--- config.mk ---
export PLATFORM = sky130hd
export DESIGN_NAME = rcfir_cell
export DESIGN_NICKNAME = d
export VERILOG_FILES = /design/src/sv/rcfir_pkg.sv /design/src/sv/rcfir_cell.sv
export SDC_FILE = /design/constraint.sdc
export NUM_CORES = 2
export LEC_CHECK = 0
export BUFFER_PORTS_ARGS = -buffer_cell sky130_fd_sc_hd__buf_2
export CAP_MARGIN = 10
export CORE_UTILIZATION = 57
export CTS_CLUSTER_SIZE = 30
export DETAILED_ROUTE_END_ITERATION = 8
export PLACE_DENSITY = 0.81
export REMOVE_ABC_BUFFERS = 1
export SLEW_MARGIN = 30
export SYNTH_ARGS = -nofsm -noshare
export SYNTH_HDL_FRONTEND = slang
export SYNTH_SLANG_ARGS = --single-unit
--- constraint.sdc ---
create_clock -name clk_i -period 1.6 [get_ports clk_i]
set_input_delay 0.32 -clock clk_i [delete_from_list [all_inputs] [get_ports clk_i]]
set_output_delay 0.32 -clock clk_i [all_outputs]
set_load 0.05 [all_outputs]
--- src/sv/rcfir_pkg.sv ---
// ----------------------------------------------------------------------------
// rcfir_pkg - shared types and constants of the real/complex FIR filter
// Holds the coefficient format, the tap index width, the stream codes and
// the control bundle that steers the row of tap cells.
// ----------------------------------------------------------------------------
package rcfir_pkg;

  // Coefficients are Q1.15 regardless of the sample width.
  localparam int unsigned COEF_W      = 16;
  localparam int unsigned COEF_COUNT  = 8;
  localparam int unsigned CFG_IDX_W   = 3;
  localparam int unsigned FRAC_BITS   = 15;
  localparam int          ROUND_HALF  = 16384;

  localparam logic signed [COEF_W-1:0] COEF0_RESET = 16'sh7FFF;

  // Stream codes carried on the select input.
  localparam logic STREAM_REAL = 1'b0;
  localparam logic STREAM_CPLX = 1'b1;

  // Per-beat control seen by every tap cell.
  typedef struct packed {
    logic load;   // an input beat is accepted this cycle
    logic cplx;   // the beat belongs to the complex stream
  } cell_ctrl_t;

endpackage

--- src/sv/rcfir_cell.sv ---
// ----------------------------------------------------------------------------
// rcfir_cell - one tap of the filter
// Holds one entry of each delay line, takes its neighbour's entry on every
// accepted beat and registers the product of the new entry with its tap.
// ----------------------------------------------------------------------------
module rcfir_cell
  import rcfir_pkg::*;
#(
  parameter int unsigned SAMPLE_BITS = 16
) (
  input  logic                                  clk_i,
  input  logic                                  rst_ni,
  input  cell_ctrl_t                            ctrl_i,
  input  logic signed [COEF_W-1:0]              coef_i,
  input  logic signed [SAMPLE_BITS-1:0]         real_i,
  input  logic signed [SAMPLE_BITS-1:0]         cre_i,
  input  logic signed [SAMPLE_BITS-1:0]         cim_i,
  output logic signed [SAMPLE_BITS-1:0]         real_o,
  output logic signed [SAMPLE_BITS-1:0]         cre_o,
  output logic signed [SAMPLE_BITS-1:0]         cim_o,
  output logic signed [SAMPLE_BITS+COEF_W-1:0]  prod_re_o,
  output logic signed [SAMPLE_BITS+COEF_W-1:0]  prod_im_o
);

  localparam int unsigned PROD_W = SAMPLE_BITS + COEF_W;

  logic signed [SAMPLE_BITS-1:0] real_q, cre_q, cim_q;
  logic signed [SAMPLE_BITS-1:0] re_sel;
  logic signed [PROD_W-1:0]      mul_re, mul_im;
  logic signed [PROD_W-1:0]      prod_re_q, prod_im_q;

  // Only the line of the selected stream moves.
  always_ff @(posedge clk_i or negedge rst_ni) begin
    if (!rst_ni) begin
      real_q <= '0;
      cre_q  <= '0;
      cim_q  <= '0;
    end else if (ctrl_i.load) begin
      if (ctrl_i.cplx == STREAM_CPLX) begin
        cre_q <= cre_i;
        cim_q <= cim_i;
      end else begin
        real_q <= real_i;
      end
    end
  end

  assign re_sel = (ctrl_i.cplx == STREAM_CPLX) ? cre_i : real_i;
  assign mul_re = re_sel * coef_i;
  assign mul_im = cim_i * coef_i;

  // The imaginary product is forced to zero for real beats.
  always_ff @(posedge clk_i) begin
    if (ctrl_i.load) begin
      prod_re_q <= mul_re;
      prod_im_q <= (ctrl_i.cplx == STREAM_CPLX) ? mul_im : '0;
    end
  end

  assign real_o    = real_q;
  assign cre_o     = cre_q;
  assign cim_o     = cim_q;
  assign prod_re_o = prod_re_q;
  assign prod_im_o = prod_im_q;

endmodule

==> metrics <==
HPWL after DPL=50570 microns; Largest stage delay, worst path=580 ps; largest net degree at the start of global routing=65; crit-path most repeated cell=fa_1; slew margin rel.=72.84%; Clock Path Buffers=2; worst flop-to-flop path startpoint=cre_o[0]; failing checks=setup timing; CP startpoint kind=primary input; Final Slew Violations=0; Seq cells post-synth=112; outcome=finished, violations left; synthesis warning total=0; worst setup margin=-4471 ps; # nets final=around 3700; syn_area_per_cell=between 9 and 10 sq um; worst clock skew=0 ps; flop2flop setup slack=between 700 and 800 ps; max-cap violation count=0; Final Setup Violations=61; final wirelength=72660 microns; worst reg-to-reg path cell count=1; final hold vios=0; CTS buffer count=9; die area=42370 sq um; fraction of registers with async set/reset=42.86%; mapped cell area=between 20000 and 25000 sq um; fraction of layout cells with a size suffix above 1=35.02%; Die H=205.8 microns; row cnt=74; critical path capture point type=flip-flop; Least-Margin Pin Slew=roughly 410 ps; Iteration-0 DRC Markers=roughly 1500; Placer Congestion=0.9850; Slowest-stage cell, CP=fa_1; CTS tree=done; fin area=between 30000 and 40000 sq um; grt ovf=0; GR Util All Layers=35.01%; post-synth cell types=just over 60; commonest cells after routing, fill and taps aside=inv_1, fa_1, buf_4; post-route minimum period=roughly 6100 ps; Root Driver=clkbuf_16; RSZ-0062 raised after global routing=true; capturing point of the worst reg2reg path=cre_o[0]; Final Cycle Share=379.4%; drt drc=0; core area=40920 sq um; Port Buffers=179; DR vias=19280; H-tree depth=3; post-synthesis cell count=approximately 2400; critical path type=primary input to flip-flop; Starting Density=57.87%; First-pass DRT Iterations=6; clk_lat worst skew=410 ps; CTS sink cnt=between 100 and 150; Final Core Density=76.15%; initial antenna violation count=4; Layout area overhead=31.59%; Post-synth EDFFs=64; dpl cell area=27770 sq um; WP data arrival=6250 ps; Min-Delay Path Class=primary input to flip-flop; Routed Antenna Nets=0; Worst setup startpoint=ctrl_i[0]; Die Wd=slightly above 200 microns; IO Pins=180; FILL cells=2521; commonest non-fill, non-tap cell in the layout=inv_1; Clock transition at path regs=90 ps; CP required=1770 ps; Seq/Total Area, Yosys=13.19%; vias in the first global route=21600; Synth Flop Type=edfxtp_1; Routed WL per cell=20.99 microns; first-pass GRT wire length=~110000 microns; f_max=roughly 0.16 GHz; CP endpoint=prod_re_o[30]; CP max FO=7; vias per std cell=5.572
## per-stage QoR
| step | setup WS, ps | hold WS, ps | std cells | TNS, ps |
|---|---|---|---|---|
| after floorplan | -4738 | 24.41 | 2281 | -202940 |
| after global placement | -5224 | 328.4 | 3348 | -246850 |
| after detailed placement | -5359 | 329.4 | 3348 | -253790 |
| after CTS | -4384 | 144.5 | 3425 | -200900 |
| after global routing | -4657 | 175.4 | 3456 | -214750 |
| final | -4471 | 159.0 | 3461 | -209120 |
## cells by family (layout without fill, tap and decap cells)
logic type,count (synthesis),in the layout,synth area share (%)
adder cells (fa/ha/maj),688,688,52.96
buffers and inverters,675,1224,10.70
AND/OR/NAND/NOR,616,616,13.22
AO/OA/AOI/OAI,146,146,4.301
flip-flops,112,112,13.19
XOR/XNOR,70,70,2.589
multiplexers,64,68,3.038
other,0,5,0
## cell type report
| type | instances | area, sq um | area share (%) |
|---|---|---|---|
| antenna | 5 | 12.51 | 0.04015 |
| clock buffer | 10 | 250.2 | 0.8030 |
| clock inverter | 6 | 53.80 | 0.1726 |
| inverter | 585 | 2203 | 7.071 |
| multi-input combinational | 1588 | 19670 | 63.13 |
| sequential | 112 | 3123 | 10.02 |
| tap | 532 | 665.6 | 2.136 |
| timing repair buffer | 623 | 5182 | 16.63 |
## worst max-delay path: cells and delay by family
family	cells	cell delay (ps)
xor+xnor	1	70
buf+inv	8	980
mux	1	340
fa+ha+maj	7	3340
compound gates	6	940
simple gates	3	220
## what timing repair did
item	4_1_cts	5_1_grt
resized for setup	406	168
buffers inserted	60	37
endpoints found under the hold margin	48	0
pin swaps	186	128
hold buffers	1	0
endpoints found under the setup margin	61	61
cloned	4	1
## sequential cells by signal (all words and copies together), names as in the netlist
| register | flops |
|---|---|
| cim_o | 16 |
| cre_o | 16 |
| prod_im_o | 32 |
| prod_re_o | 32 |
| real_o | 16 |
## routing by layer
metal  vias up  GRT usage [%]  part of all wire [%]
li1       8127              -                     -
met1      9823          40.56                    34
met2      1006          59.34                    50
met3       327          9.724                    10
met4         0          17.86                   5.7
met5         -              0                     0
## synthesized netlist by cell type (2+ instances only)
cell       instances  area (sq um)
a21oi_1           37         185.2
o21ai_0           19         95.09
nand4_1            5         31.28
o21bai_1           9         67.56
xnor2_1           51         446.7
nand2_1          259         972.2
nor2b_1           13         81.33
clkbuf_1          87         326.6
mux2_2            63         709.4
inv_1            584          2192
o21a_1             7         52.55
a21o_1            31         232.7
nor3b_1            2         15.01
nand2b_1          14         87.58
nor4b_1            2         17.52
a211oi_2           2         25.02
fa_1             524         10490
nor3_1             3         15.01
and3_1            11         68.82
o21ai_1            2         10.01
edfxtp_1          64          1922
buf_1              3         11.26
xor2_1            19         166.4
dfrtp_1           48          1201
a2111oi_0          2         17.52
and2_1           252          1577
nand3_1            6         30.03
a31oi_1           10         62.56
ha_1             164          2052
or2_2              6         37.54
a211o_1            2         17.52
nor2_1            35         131.4
a211oi_1           6         45.04
o31ai_1            2         15.01
## how the worst min path moves through the flow
stage / start / end / slack, ps / cells past startpoint
after detailed placement: rst_ni / real_o[0] / 330 / 2
after CTS: real_i[11] / real_o[11] / 140 / 2
final: cre_i[14] / cre_o[14] / 160 / 2
after floorplan: rst_ni / cim_o[0] / 20 / 0
after global routing: cre_i[6] / cre_o[6] / 180 / 2
after global placement: rst_ni / real_o[0] / 330 / 2
Power is not shown: default switching activity piles up to over one toggle a cycle in this logic, so the estimate is an artifact.
