==> src/sv/rcfir_pkg.sv <==
// ----------------------------------------------------------------------------
// rcfir_pkg - shared types and constants of the real/complex FIR filter
// Holds the coefficient format, the tap index width, the stream codes and
// the control bundle that steers the row of tap cells.
// ----------------------------------------------------------------------------
package rcfir_pkg;

  // Coefficients are Q1.15 regardless of the sample width.
  localparam int unsigned COEF_W      = 16;
  localparam int unsigned COEF_COUNT  = 8;
  localparam int unsigned CFG_IDX_W   = 3;
  localparam int unsigned FRAC_BITS   = 15;
  localparam int          ROUND_HALF  = 16384;

  localparam logic signed [COEF_W-1:0] COEF0_RESET = 16'sh7FFF;

  // Stream codes carried on the select input.
  localparam logic STREAM_REAL = 1'b0;
  localparam logic STREAM_CPLX = 1'b1;

  // Per-beat control seen by every tap cell.
  typedef struct packed {
    logic load;   // an input beat is accepted this cycle
    logic cplx;   // the beat belongs to the complex stream
  } cell_ctrl_t;

endpackage

==> src/sv/rcfir_sum.sv <==
// ----------------------------------------------------------------------------
// rcfir_sum - registered adder tree, rounding and saturation
// Adds the tap products of both parts in three registered levels, then rounds
// half up, drops the fraction and saturates into the output register.
// ----------------------------------------------------------------------------
module rcfir_sum
  import rcfir_pkg::*;
#(
  parameter int unsigned SAMPLE_BITS = 16
) (
  input  logic                                  clk_i,
  input  logic                                  rst_ni,
  input  logic                                  in_valid_i,
  output logic                                  in_ready_o,
  input  logic signed [SAMPLE_BITS+COEF_W-1:0]  prod_re_i [COEF_COUNT],
  input  logic signed [SAMPLE_BITS+COEF_W-1:0]  prod_im_i [COEF_COUNT],
  output logic                                  out_valid_o,
  input  logic                                  out_ready_i,
  output logic signed [SAMPLE_BITS-1:0]         out_re_o,
  output logic signed [SAMPLE_BITS-1:0]         out_im_o
);

  localparam int unsigned PROD_W = SAMPLE_BITS + COEF_W;
  localparam int unsigned S1_W   = PROD_W + 1;
  localparam int unsigned S2_W   = PROD_W + 2;
  localparam int unsigned S3_W   = PROD_W + 3;
  localparam int unsigned RND_W  = S3_W + 1;
  localparam int unsigned SH_W   = RND_W - FRAC_BITS;
  localparam longint      SAT_HI_L = (longint'(1) <<< (SAMPLE_BITS - 1)) - 1;
  localparam longint      SAT_LO_L = -SAT_HI_L - 1;
  localparam logic signed [SH_W-1:0] SAT_HI = SH_W'(SAT_HI_L);
  localparam logic signed [SH_W-1:0] SAT_LO = SH_W'(SAT_LO_L);

  logic signed [PROD_W-1:0] prod [2][COEF_COUNT];
  logic signed [S1_W-1:0]   s1_q [2][4];
  logic signed [S2_W-1:0]   s2_q [2][2];
  logic signed [S3_W-1:0]   s3_q [2];
  logic signed [RND_W-1:0]  rnd  [2];
  logic signed [SH_W-1:0]   shr  [2];
  logic signed [SAMPLE_BITS-1:0] sat [2];
  logic signed [SAMPLE_BITS-1:0] out_q [2];

  logic v1_q, v2_q, v3_q, vo_q;
  logic en1, en2, en3, eno;

  // A stage moves when it is empty or the stage behind it moves.
  assign eno = !vo_q || out_ready_i;
  assign en3 = !v3_q || eno;
  assign en2 = !v2_q || en3;
  assign en1 = !v1_q || en2;

  always_ff @(posedge clk_i or negedge rst_ni) begin
    if (!rst_ni) begin
      v1_q <= 1'b0;
      v2_q <= 1'b0;
      v3_q <= 1'b0;
      vo_q <= 1'b0;
    end else begin
      if (en1) v1_q <= in_valid_i;
      if (en2) v2_q <= v1_q;
      if (en3) v3_q <= v2_q;
      if (eno) vo_q <= v3_q;
    end
  end

  always_comb begin
    for (int k = 0; k < COEF_COUNT; k++) begin
      prod[0][k] = prod_re_i[k];
      prod[1][k] = prod_im_i[k];
    end
  end

  always_comb begin
    for (int c = 0; c < 2; c++) begin
      rnd[c] = RND_W'(s3_q[c]) + RND_W'(ROUND_HALF);
      shr[c] = SH_W'(rnd[c] >>> FRAC_BITS);
      if (shr[c] > SAT_HI) begin
        sat[c] = SAMPLE_BITS'(SAT_HI);
      end else if (shr[c] < SAT_LO) begin
        sat[c] = SAMPLE_BITS'(SAT_LO);
      end else begin
        sat[c] = SAMPLE_BITS'(shr[c]);
      end
    end
  end

  always_ff @(posedge clk_i) begin
    for (int c = 0; c < 2; c++) begin
      if (en1) begin
        for (int j = 0; j < 4; j++) begin
          s1_q[c][j] <= S1_W'(prod[c][2*j]) + S1_W'(prod[c][2*j+1]);
        end
      end
      if (en2) begin
        for (int j = 0; j < 2; j++) begin
          s2_q[c][j] <= S2_W'(s1_q[c][2*j]) + S2_W'(s1_q[c][2*j+1]);
        end
      end
      if (en3) s3_q[c] <= S3_W'(s2_q[c][0]) + S3_W'(s2_q[c][1]);
      if (eno) out_q[c] <= sat[c];
    end
  end

  assign in_ready_o  = en1;
  assign out_valid_o = vo_q;
  assign out_re_o    = out_q[0];
  assign out_im_o    = out_q[1];

endmodule

==> config.mk <==
export PLATFORM = sky130hd
export DESIGN_NAME = rcfir_sum
export DESIGN_NICKNAME = d
export VERILOG_FILES = /design/src/sv/rcfir_pkg.sv /design/src/sv/rcfir_sum.sv
export SDC_FILE = /design/constraint.sdc
export NUM_CORES = 1
export LEC_CHECK = 0
export ABC_CLOCK_PERIOD_IN_PS = 34500
export BUFFER_PORTS_ARGS = -buffer_cell sky130_fd_sc_hd__buf_2
export CAP_MARGIN = 10
export CORE_MARGIN = 4
export CORE_UTILIZATION = 54
export CTS_CLUSTER_DIAMETER = 80
export DETAILED_ROUTE_END_ITERATION = 16
export GPL_ROUTABILITY_DRIVEN = 1
export HOLD_SLACK_MARGIN = 0.15
export MAX_ROUTING_LAYER = met4
export PLACE_DENSITY = 0.74
export SETUP_SLACK_MARGIN = 0.1
export SYNTH_ARGS = -nofsm -noshare
export SYNTH_HDL_FRONTEND = slang
export SYNTH_SLANG_ARGS = --single-unit
==> constraint.sdc <==
create_clock -name clk_i -period 34.5 [get_ports clk_i]
set_input_delay 5.175 -clock clk_i [delete_from_list [all_inputs] [get_ports clk_i]]
set_output_delay 5.175 -clock clk_i [all_outputs]
set_load 0.03 [all_outputs]
==> metrics, run 1 <==
status=finished, final reports clean; power density cells=74.7 nW/um^2; clock latency on the worst-skew pair=0.61 ns; dpl cells=4,976; Post-DP Area=40,300 um^2; part of the Yosys area used for sequential elements=0.392; Final Skew=0.0254 ns; Die X-Extent=268 um; setup TNS=0 ns; CTS tree=built; CP required=29.32 ns; total of max-cap violations=0; CP startpoint kind=input port; DR WL/cell=19.6 um; worst vdd ir=0.0000431 V; final net count=5,141; drt drc=0; Worst-path clk slew=0.06 ns; first-pass GRT wire length=150,000 um; Overall Power=3.14 mW; routability congestion estimate=0.987; gr usage total=0.272; dpl hpwl=80,900 um; layout cells sized above 1=0.166; fill count=5,516; # port buffers=549; CP max stage delay=0.41 ns; Synth cell types=89; Clock Path Buffers=3; DR pass1 iterations=7; CTS resizes=0; Post-Syn Area per Cell=10.2 um^2; Worst setup endpoint=in_ready_o; RSZ-0062 raised after global routing=false; CP most frequent cell=buf_2; initial antenna violation count=10; P&R area growth vs syn=15.0%; vias post-DR=29,890; non-filler cells, final=5,079; Crit Path Max Fanout=5; fin util=0.626; htree depth=2; number of global-route vias before repair=27,892; Slew Limit Fails=0; core area=67,200 um^2; final hold vios=0; Setup violations, final=0; reg2reg start=s1_q[0][1]; FP Rows=95; mapped cell area=36,600 um^2; gr ovfl total=0; DRT iter0 DRCs=2,295; CP arrival=6.39 ns; hold bufs inserted after CTS=0; sequential cell area=14,300 um^2; Post-synth top flop=edfxtp_1; Final Cycle Share=0.335; Finished Cell Area=42,000 um^2; CP max-delay cell=nand4_1; syn nets=4,577; drt total wl=99,500 um; Ports=550; Crit. End Element=output port; Clock Tree Root=clkbuf_16; actual slew at the worst max-slew pin=1.12 ns; Sink Count=478; Worst slew margin=0.244; Setup Fix Bufs, Post-CTS=0; Peak Freq=0.0865 GHz; number of buffers created by CTS=52; number of enable flip-flop cells after synthesis=474; area of the multi-input gates=21,700 um^2; post-route ant nets=0; Initial Utilization=0.545; Crit. Startpoint=out_ready_i; largest net degree at the start of global routing=152; Lkg Pwr=18.4 nW; crit path cell chain=buf_2 -> nor2b_1 -> nand4_1 -> buf_2; R2R Setup Slk=30.74 ns; synth warn=0; CP Class=in -> out; Worst R2R End=s2_q[0][31]; die footprint=72,000 um^2; FF-to-FF path depth=11; cell count after synthesis=3,593; Hold Crit Class=reg -> reg; Die Height=268 um; min cycle time layout=11.57 ns; count of state elements after synthesis=478; vias per cell=5.89; FFs w/ async S/R, synth=0.00837
-- state kept, by name, summed over array words and instances (netlist names) --
signal / cells
s3_q: 42
out_valid_o: 1
v1_q: 1
v2_q: 1
s1_q: 264
out_q: 32
s2_q: 136
v3_q: 1
-- critical path, delay by kind of cell --
family	cells	cell delay [ns]
buffers and inverters	2	0.42
and+or+nand+nor	2	0.79
-- how the worst min path moves through the flow --
| stage | start | to | slack (ns) | cells after the start |
|---|---|---|---|---|
| after floorplan | v1_q | v2_q | 0.44 | 1 |
| after global placement | v1_q | v2_q | 0.46 | 1 |
| after detailed placement | v1_q | v2_q | 0.47 | 1 |
| after CTS | v1_q | v2_q | 0.47 | 1 |
| after global routing | v1_q | v2_q | 0.50 | 1 |
| final | v1_q | v2_q | 0.48 | 1 |
-- per-stage QoR --
step	setup WS [ns]	hold WS, ns
floorplan	16.49	0.435
finish	22.93	0.482
global placement	22.89	0.463
CTS	22.87	0.475
detailed placement	22.89	0.467
global route	22.86	0.497
-- cells in the mapped netlist, types with 19 or more instances --
library cell	number	share of area
nand2_1	184	0.019
nor2b_1	57	0.0098
xor2_1	128	0.031
o21ai_0	195	0.027
xnor2_1	259	0.062
a21o_1	226	0.046
ha_1	456	0.16
o21a_1	69	0.014
o31ai_1	21	0.0043
nor2_1	266	0.027
nor3_1	77	0.011
nand2b_1	51	0.0087
a211oi_1	31	0.0064
clkbuf_1	40	0.0041
o211ai_1	20	0.0041
nand3_1	89	0.012
a21oi_1	355	0.049
and3_1	37	0.0063
edfxtp_1	474	0.39
a31oi_1	41	0.0070
or2_2	19	0.0033
nand4_1	52	0.0089
or3_1	20	0.0034
inv_1	100	0.010
o21bai_1	56	0.011
-- kinds of logic after synthesis --
logic type                 after synthesis  share of synthesized area
AOI/OAI and AO/OA                     1186                      0.213
xor gates and xnor gates               387                     0.0927
adders and majority gates              469                      0.163
buffers and inverters                  145                     0.0151
DFF                                    478                      0.392
muxes                                    1                   0.000274
and+or+nand+nor                        927                      0.124
-- final cells by class --
cell class / count / share of cell area
Antenna cell: 12 / 0.000714
Timing Repair Buffer: 554 / 0.0665
Multi-Input combinational cell: 2970 / 0.516
Sequential cell: 478 / 0.341
Inverter: 101 / 0.00902
Clock buffer: 58 / 0.0325
Tap cell: 873 / 0.0260
Clock inverter: 33 / 0.00815
-- cells in the final DEF (no fill, tap or decap), types with 13 or more instances in the layout --
cell	synthesis	routed
buf_2	2	549
edfxtp_1	474	474
ha_1	456	456
a21oi_1	355	355
nor2_1	266	266
xnor2_1	259	259
a21o_1	226	226
o21ai_0	195	195
nand2_1	184	183
xor2_1	128	128
inv_1	100	100
nand3_1	89	88
nor3_1	77	77
o21a_1	69	69
nor2b_1	57	57
o21bai_1	56	56
clkbuf_16	0	54
nand4_1	52	52
nand2b_1	51	51
a31oi_1	41	41
and3_1	37	37
a211oi_1	31	31
o31ai_1	21	21
o211ai_1	20	20
or3_1	20	20
or2_2	19	19
and2_1	18	18
nor4_1	17	17
o31a_1	16	16
a211o_1	14	14
clkinv_1	1	13
-- power breakdown --
part / internal (mW) / switching [mW]
clock network: 0.335 / 0.228
registers: 0.957 / 0.118
logic: 0.627 / 0.876
total: 1.92 / 1.22
-- per-layer routing --
metal  vias up  wire length, um  track usage
met4         0             1650       0.0504
li1      14829                -            -
met3        92             6550       0.0357
met1     14010            45900        0.383
met2       959            45300        0.428
met5         -                0            -
(Power assumes the default switching activity.)
==> inputs of run 2 (changes only) <==
Settings changed: ABC_CLOCK_PERIOD_IN_PS 34500 to 10450, CORE_UTILIZATION 54 to 53, PLACE_DENSITY 0.74 to 0.76.
Clock period 34.5 ns to 10.45 ns, I/O delays scaled along.
==> run 2 against run 1 <==
Setup slack got worse by 17 ns. Via count rose by 1.3%. Design area rose by 0.52%. Register-to-register slack got worse by 24 ns. Worst hold slack improved by 0.0017 ns. Sequential cell count did not move. Sequential power rose to 3.3 times the previous value. Count of clock-buffer cells in the layout rose by 4. Total power rose to 3.4 times the previous value. Combinational power rose to 3.3 times the previous value. Core utilization fell by 0.87 points. Critical endpoint is now s1_q[0][59]. Largest cell class unchanged.
==> metrics, run 2 (synthesis results as in run 1) <==
status=finished, final reports clean; largest net degree at the start of global routing=90; vias per cell=5.95; CP required=10.80 ns; layout cells sized above 1=0.168; drt total wl=99,300 um; vias post-DR=30,279; CP arrival=4.79 ns; initial antenna violation count=6; total of max-cap violations=0; Final Cycle Share=0.424; non-filler cells, final=5,092; Crit Path Max Fanout=4; # port buffers=549; routability congestion estimate=1.05; min cycle time layout=4.44 ns; CP max stage delay=0.60 ns; Clock Tree Root=clkbuf_16; Setup violations, final=0; cell internal pwr=6.49 mW; Setup Fix Bufs, Post-CTS=0; power density cells=250 nW/um^2; gr ovfl total=0; hold bufs inserted after CTS=0; FP Rows=96; Largest Register=s1_q; first-pass GRT wire length=154,000 um; number of buffers created by CTS=55; crit path cell chain=buf_2 -> ha_1 -> fa_1 -> a21o_1 -> a21o_1 -> a21oi_1 -> o21ai_0 -> a21oi_1 -> o31ai_1 -> o41a_1 -> a21o_1 -> a21oi_1 -> xnor2_1; CP Class=in -> reg; Buf/Inv on CP=1; Sw Pwr=4.09 mW; dpl cells=4,987; CP startpoint kind=input port; Sink Count=478; Flop pwr share=0.337; final hold vios=0; post-route ant nets=0; htree depth=2; actual slew at the worst max-slew pin=1.09 ns; Crit. End Element=flip-flop; Die Height=271 um; DR pass1 iterations=6; delay-heaviest family, CP=compound AO/OA/AOI/OAI gates; Logic pwr share=0.469; worst vdd ir=0.000166 V; gr usage total=0.267; clock latency on the worst-skew pair=0.61 ns; RSZ-0062 raised after global routing=false; Clock Path Buffers=3; Initial Utilization=0.534; commonest cells after routing, fill and taps aside=549 x buf_2, 474 x edfxtp_1, 456 x ha_1; max reg flops=264; reg2reg start=s1_q[0][0]; largest registers=s1_q (264), s2_q (136), s3_q (42); CTS resizes=0; final hold slack=0.484 ns; core area=68,500 um^2; Ports=550; dpl hpwl=80,400 um; final net count=5,146; Overall Power=10.6 mW; Worst slew margin=0.276; most common cell after layout, fill and taps aside=buf_2; Slew Limit Fails=0; DR WL/cell=19.5 um; setup TNS=0 ns; Peak Freq=0.225 GHz; Hold Crit Class=reg -> reg; Finished Cell Area=42,300 um^2; die footprint=73,300 um^2; CTS tree=built; CP max-delay cell=a21oi_1; switching share of power=0.386; Worst-path clk slew=0.06 ns; worst hold start=v1_q; number of global-route vias before repair=28,491; drt drc=0; Lkg Pwr=18.5 nW; Final Skew=0.0372 ns; Die X-Extent=271 um; Clk network pwr share=0.193; P&R area growth vs syn=15.6%; Post-DP Area=40,300 um^2; DRT iter0 DRCs=2,416; Crit. Startpoint=prod_re_i[64]
## run 2: final cells by class
type,count,area (um^2)
Clock buffer,62,1420
Sequential cell,478,14300
Antenna cell,4,10.0
Tap cell,882,1100
Clock inverter,39,504
Fill cell,5639,26200
Inverter,101,379
Multi-Input combinational cell,2970,21700
Timing Repair Buffer,556,2800
## run 2: worst register-to-register path, stage by stage (launching register included)
cell      delay [ns]
edfxtp_1        0.34
ha_1            0.22
inv_1           0.07
fa_1            0.40
nor2b_1         0.16
o31a_1          0.20
o21ai_1         0.16
o21ai_0         0.41
o211ai_1        0.30
o31ai_2         0.40
a21oi_1         0.24
o31ai_1         0.36
a21oi_1         0.13
xnor2_1         0.13
## run 2: stage by stage
step | setup slack (ns) | utilization
after floorplan | -1.95 | -
after global placement | 5.57 | 0.589
after detailed placement | 5.52 | 0.589
after CTS | 6.09 | 0.617
after global routing | 5.95 | 0.617
final | 6.01 | 0.617
## run 2: power groups by stage
stage / Combinational, mW / Clock, mW / Sequential, mW
6_report: 4.96 / 2.04 / 3.57
5_1_grt: 5.49 / 2.17 / 3.62
4_1_cts: 4.92 / 2.08 / 3.56
3_5_place_dp: 4.86 / 0 / 3.59
3_3_place_gp: 4.79 / 0 / 3.57
2_1_floorplan: 3.58 / 0 / 3.53
## run 2: final timing paths
kind | endpoint | depth (start not counted) | slack [ns]
min in group asynchronous | v2_q | 1 | 0.76
max in group asynchronous | v3_q | 1 | 9.57
max | s1_q[0][59] | 13 | 6.01
max reg2reg | s2_q[0][32] | 13 | 6.68
min | v2_q | 1 | 0.48
min reg2reg | v2_q | 1 | 0.48
## run 2: metal layers
metal | share of wire | GRT usage | up-vias
li1 | - | - | 14836
met1 | 0.46 | 0.379 | 14161
met2 | 0.45 | 0.419 | 1158
met3 | 0.067 | 0.0346 | 124
met4 | 0.018 | 0.0497 | 0
met5 | 0 | - | -
